==> src/rtl/qrv_pkg.sv <==
// Shared types and constants for the quaternion vector rotation pipeline.
// No dependencies; every other file in rtl/ imports this package.
package qrv_pkg;

    // Component width and quaternion fraction bits
    localparam int COMP_WIDTH     = 16;
    localparam int QUAT_FRAC_BITS = 14;

    // First product: component x component, then a sum of three
    localparam int P1_W = 2 * COMP_WIDTH;
    localparam int T_W  = P1_W + 2;

    // Second product: component x first-product term, then a sum of four
    localparam int P2_W = COMP_WIDTH + T_W;
    localparam int R_W  = P2_W + 2;

    // Scale-back shift and round constant
    localparam int SCALE_SHIFT = 2 * QUAT_FRAC_BITS;

    // Stream word widths, padded to whole bytes
    localparam int IN_FIELDS_W  = 7 * COMP_WIDTH;
    localparam int IN_TDATA_W   = ((IN_FIELDS_W + 7) / 8) * 8;
    localparam int OUT_FIELDS_W = 3 * COMP_WIDTH;
    localparam int OUT_TDATA_W  = ((OUT_FIELDS_W + 7) / 8) * 8;

    typedef logic signed [COMP_WIDTH-1:0] comp_t;
    typedef logic signed [P1_W-1:0]       prod1_t;
    typedef logic signed [T_W-1:0]        tsum_t;
    typedef logic signed [P2_W-1:0]       prod2_t;
    typedef logic signed [R_W-1:0]        rsum_t;

    // Saturation limits and rounding half, at the wide sum width
    localparam rsum_t ROT_MAX    = {{(R_W-COMP_WIDTH+1){1'b0}}, {(COMP_WIDTH-1){1'b1}}};
    localparam rsum_t ROT_MIN    = {{(R_W-COMP_WIDTH+1){1'b1}}, {(COMP_WIDTH-1){1'b0}}};
    localparam rsum_t ROUND_HALF = {{(R_W-1){1'b0}}, 1'b1} << (SCALE_SHIFT - 1);

    typedef struct packed {
        comp_t x;
        comp_t y;
        comp_t z;
    } vec_t;

    typedef struct packed {
        comp_t w;
        comp_t x;
        comp_t y;
        comp_t z;
    } quat_t;

    // t = q * (0, v), full precision
    typedef struct packed {
        tsum_t w;
        tsum_t x;
        tsum_t y;
        tsum_t z;
    } tquat_t;

    // Rotated vector after rounding shift, not yet saturated
    typedef struct packed {
        rsum_t x;
        rsum_t y;
        rsum_t z;
    } rvec_t;

    // Final result word
    typedef struct packed {
        vec_t rot;
        logic saturated;
    } result_t;

endpackage

==> src/rtl/qrv_saturate.sv <==
// Output stage: clip each component to the signed component range and hold
// the result word for the downstream side. Depends on qrv_pkg.
module qrv_saturate (
    input  logic             clk,
    input  logic             rst_n,
    input  logic             in_valid,
    output logic             in_ready,
    input  qrv_pkg::rvec_t   in_r,
    output logic             out_valid,
    input  logic             out_ready,
    output qrv_pkg::result_t out_res
);
    import qrv_pkg::*;

    logic    res_valid_reg;
    result_t res_reg;
    result_t res_next;
    logic    hi_x, lo_x, hi_y, lo_y, hi_z, lo_z;

    assign in_ready = !res_valid_reg || out_ready;

    // clip detect and limit selection
    always_comb
    begin
        hi_x = in_r.x > ROT_MAX;
        lo_x = in_r.x < ROT_MIN;
        hi_y = in_r.y > ROT_MAX;
        lo_y = in_r.y < ROT_MIN;
        hi_z = in_r.z > ROT_MAX;
        lo_z = in_r.z < ROT_MIN;
        res_next.rot.x = hi_x ? comp_t'(ROT_MAX) : (lo_x ? comp_t'(ROT_MIN) : comp_t'(in_r.x));
        res_next.rot.y = hi_y ? comp_t'(ROT_MAX) : (lo_y ? comp_t'(ROT_MIN) : comp_t'(in_r.y));
        res_next.rot.z = hi_z ? comp_t'(ROT_MAX) : (lo_z ? comp_t'(ROT_MIN) : comp_t'(in_r.z));
        res_next.saturated = hi_x | lo_x | hi_y | lo_y | hi_z | lo_z;
    end

    always_ff @(posedge clk or negedge rst_n)
    begin
        if (!rst_n)
            res_valid_reg <= 1'b0;
        else if (in_ready)
            res_valid_reg <= in_valid;
    end

    always_ff @(posedge clk)
    begin
        if (in_ready && in_valid)
            res_reg <= res_next;
    end

    assign out_valid = res_valid_reg;
    assign out_res   = res_reg;

endmodule

==> config.mk <==
export PLATFORM = sky130hd
export DESIGN_NAME = qrv_saturate
export DESIGN_NICKNAME = d
export VERILOG_FILES = /design/src/rtl/qrv_pkg.sv /design/src/rtl/qrv_saturate.sv
export SDC_FILE = /design/constraint.sdc
export NUM_CORES = 1
export LEC_CHECK = 0
export ABC_AREA = 1
export BUFFER_PORTS_ARGS = -buffer_cell sky130_fd_sc_hd__buf_2
export CAP_MARGIN = 30
export CORE_MARGIN = 10
export CORE_UTILIZATION = 44
export DETAILED_ROUTE_END_ITERATION = 10
export GPL_TIMING_DRIVEN = 0
export HOLD_SLACK_MARGIN = 0.05
export PLACE_DENSITY_LB_ADDON = 0.1
export SLEW_MARGIN = 20
export SYNTH_ARGS = -nofsm -noshare
export SYNTH_HDL_FRONTEND = slang
export SYNTH_SLANG_ARGS = --single-unit
export TNS_END_PERCENT = 50
==> constraint.sdc <==
create_clock -name clk -period 8.28 [get_ports clk]
set_input_delay 1.656 -clock clk [delete_from_list [all_inputs] [get_ports clk]]
set_output_delay 1.656 -clock clk [all_outputs]
set_load 0.01 [all_outputs]
## Yosys cells after proc, flatten, opt, wreduce, memory -nomap -nowiden

Index checks and enable logic that the tools add are counted.

- $lt $le $gt $ge: 6
- Multiplexer cells: 3
- Bitwise operators: 5
- Reduce and logical (&&, ||, !) cells: 3

Operator list:

| cell | number |
|---|---|
| 52-bit by 16-bit greater-than comparator with 1-bit output, second input constant | 3 |
| 52-bit by 16-bit less-than comparator with 1-bit output, second input constant | 3 |
| 16-bit 2-to-1 mux | 3 |
| 1-bit OR | 5 |
| 1-bit logical AND | 1 |
| 1-bit logical NOT | 1 |
| 1-bit logical OR | 1 |

- Register bits: 50
- Bits of input ports: 160
- Output and inout bits: 51
- Logic and storage cells: 22

## Longest topological paths before layout

- Depth after elaboration: 6
- Mapped depth: 11
- Depth with buffers taken out: 11

## Least setup slack after synthesis

OpenSTA, ideal clock, no wires.

- Kind: input -> register
- Start point: in in_valid
- End point: reg res_reg (netlist bit out_res[0]) (enable)
- Setup time: 0.472 ns
- Arrival: 4.088 ns
- Required time: 7.808 ns
- Setup slack: 3.720 ns
- Stages: 2
- Path buffers: 0
- Path through: inv_1 a21oi_1

- Longest elaborated chain between the ends: 1

RTL lines:

| what | line | source |
|---|---|---|
| start, declared | qrv_saturate.sv:6 | `input logic in_valid,` |
| 1-bit logical AND | qrv_saturate.sv:47 | `if (in_ready && in_valid)` |
| end signal, assigned | qrv_saturate.sv:48 | `res_reg <= res_next;` |
| end, declared | qrv_saturate.sv:16 | `result_t res_reg;` |

No other way between the ends.
A chain may end at the register's enable or synchronous reset.

## Worst setup path in the final report

- Start point: in out_ready
- End point: out in_ready

- Longest elaborated chain between the ends: 1

RTL lines:

| what | line | source |
|---|---|---|
| start, declared | qrv_saturate.sv:10 | `input logic out_ready,` |
| 1-bit logical OR | qrv_saturate.sv:20 | `assign in_ready = !res_valid_reg \|\| out_ready;` |
| end, declared | qrv_saturate.sv:7 | `output logic in_ready,` |

No other way between the ends.

==> flow_summary.json <==
{
  "status": "completed",
  "worst_pin_slew_ns": 0.507,
  "clockBufferDepth": 2,
  "fin_crit_ns": 3.74,
  "drv_cap": 0,
  "drt_iter0_drc": 138,
  "synth_top_area_share_pct": 51.0,
  "drcViolationCount": 0,
  "min_to": "out_valid$_DFFE_PN0N_",
  "path_clk_slew_ns": 0.09,
  "synthTopCellsByArea": "edfxtp_1 51%, nand2_1 24%, nor2_1 14%",
  "rows": 29,
  "postRouteAntennaNets": 0,
  "synth_top_area_cell": "edfxtp_1",
  "cts_tree": "built",
  "synth_cell_types": 19,
  "holdBufCountCts": 0,
  "overflow": 0,
  "crit_arrival_ns": 2.08,
  "hold_viol_final": 0,
  "avgViaCountPerCell": 4.70,
  "hp-start": "out_valid$_DFFE_PN0N_",
  "finalSetupViolations": 0,
  "io_buffers": 210,
  "relSlewSlack_pct": 66.2,
  "multi_input_area_um2": 1290,
  "peakVddDrop_uv": 100,
  "core_um2": 6350,
  "syn_area_per_cell_um2": 7.44,
  "cts_buffers": 5,
  "fin_setup_tns_ns": 0,
  "cts.repair_timing.setup_buffer_count": 0,
  "r2r-start": "out_valid$_DFFE_PN0N_",
  "drive_above_1_share_pct": 39.0,
  "timing.rr.end": "out_res[19]$_SDFFCE_PP1P_",
  "antenna_cells": 0,
  "cp-end-kind": "output port",
  "post-route-period-util_pct": 45.2,
  "grtUsageTotal_pct": 17.8,
  "hold_path_class": "flop to flop",
  "finalWirelength_um": 9530,
  "synthCells": 388,
  "placed_cell_area_um2": 4100,
  "gp_congestion": 0.818,
  "num_io_pins": 211,
  "grt_pass1_wl_um": 14800,
  "cts.sink_count": 50,
  "die-area_um2": 10200,
  "drt-pass1-iter-count": 4,
  "critPathLaunchType": "input pin",
  "fill_cells": 547,
  "die_w_um": 101,
  "antenna_found_initial": 0,
  "start_util_pct": 45.5,
  "crit_required_ns": 6.62,
  "rsz0062_at_grt": "no",
  "fmax_mhz": 267,
  "ctsRootBufferMaster": "clkbuf_8",
  "hold_depth": 2,
  "dpl.hpwl_um": 8330,
  "reg2reg_slack_ns": 6.68,
  "synth_fp_nets": 548,
  "die_h_um": 101,
  "syn_area_um2": 2890,
  "wl_per_cell_um": 13.9,
  "worstSetupPathType": "input pin to output port",
  "syn_to_final_growth_pct": 45.8,
  "ys_seq_area_share_pct": 51.8,
  "nNetsFinal": 767,
  "fin_skew_ns": 0.00556,
  "htreeDepth": 2,
  "power_density_nw_per_um2": 139,
  "yosys_warnings": 0,
  "drv_slew": 0,
  "cp_max_fo": 2,
  "reg2reg_depth": 3,
  "grt_max_degree": 26,
  "cts_resized": 0,
  "design_area_um2": 4210,
  "ys_ff_latch": 50,
  "cellLeakagePower_nw": 2.05,
  "clock_latency_ns": 0.30,
  "ff_latch_area_um2": 1500,
  "vias": 3217,
  "grt_pass1_vias": 3312
}
[worst max-delay path: stages]
cell     delay [ns]
buf_2          0.09
inv_1          0.10
nand2_1        0.08
buf_2          0.15
[report_power, final]
group / internal [mW] / switching [mW]
clock network: 0.0902 / 0.0794
logic: 0.0557 / 0.0630
registers: 0.295 / 0.00334
total: 0.441 / 0.146
[metal layers]
layer / global-route usage, % / vias to the layer above / part of all wire, %
li1: - / 1666 / -
met1: 18.3 / 1387 / 36
met2: 32.0 / 157 / 51
met3: 8.37 / 7 / 13
met4: 4.39 / 0 / 0.71
met5: 0 / - / 0
[worst max-delay path by stage]
stage,end,depth (start not counted),start,slack (ns)
after floorplan,out_res[0]$_DFFE_PP_,2,in_valid,3.72
after global placement,out_res[32]$_SDFFCE_PP0P_,3,in_valid,2.70
after detailed placement,in_ready,4,out_ready,4.53
after CTS,in_ready,4,out_ready,4.53
after global routing,in_ready,4,out_ready,4.50
final,in_ready,4,out_ready,4.54
[per-stage QoR]
stage | utilization, % | total power [mW] | setup slack [ns] | instances | hold slack (ns)
after detailed placement | 64.6 | 0.424 | 4.53 | 677 | 0.596
after CTS | 66.3 | 0.591 | 4.53 | 685 | 0.618
after global routing | 66.3 | 0.616 | 4.50 | 685 | 0.649
final | 66.3 | 0.587 | 4.54 | 685 | 0.606
after global placement | 63.5 | 0.417 | 2.70 | 675 | 0.487
after floorplan | - | 0.353 | 3.72 | 388 | 0.609
[cells in the mapped netlist]
library cell / n
buf_6: 1
or2_1: 1
and2_1: 1
nand3_2: 1
nand3_1: 6
nand2_1: 181
nand2_4: 1
clkbuf_1: 3
edfxtp_1: 49
nand2_2: 6
nor2_1: 104
buf_8: 1
inv_1: 13
dfrtp_1: 1
buf_4: 4
nand3_4: 1
nor2_2: 2
nand4_1: 11
a21oi_1: 1
[flip-flops by register name, indices dropped and copies added (netlist names)]
signal,count
out_res,49
out_valid,1
[logic make-up after synthesis]
| family | after synthesis | synth area share (%) |
|---|---|---|
| simple gates | 315 | 44.0 |
| buf+inv | 22 | 4.03 |
| flops | 50 | 51.8 |
| compound gates | 1 | 0.173 |
[layout by cell type (no fill, tap or decap), types with 2 or more instances in the layout]
master    count
buf_2       210
nand2_1     181
nor2_1      104
edfxtp_1     49
inv_1        13
nand4_1      11
nand3_1       6
nand2_2       6
clkbuf_8      5
buf_4         4
clkbuf_1      4
nor2_2        2
buf_16        2
[cell type report]
type / count / share of cell area (%)
buffer: 9 / 1.60
clock buffer: 6 / 1.72
clock inverter: 2 / 0.891
inverter: 13 / 1.16
multi-input combinational: 316 / 30.5
sequential: 50 / 35.5
tap: 77 / 2.29
timing repair buffer: 212 / 26.3
Note: power is estimated with default switching activity, not from simulation.
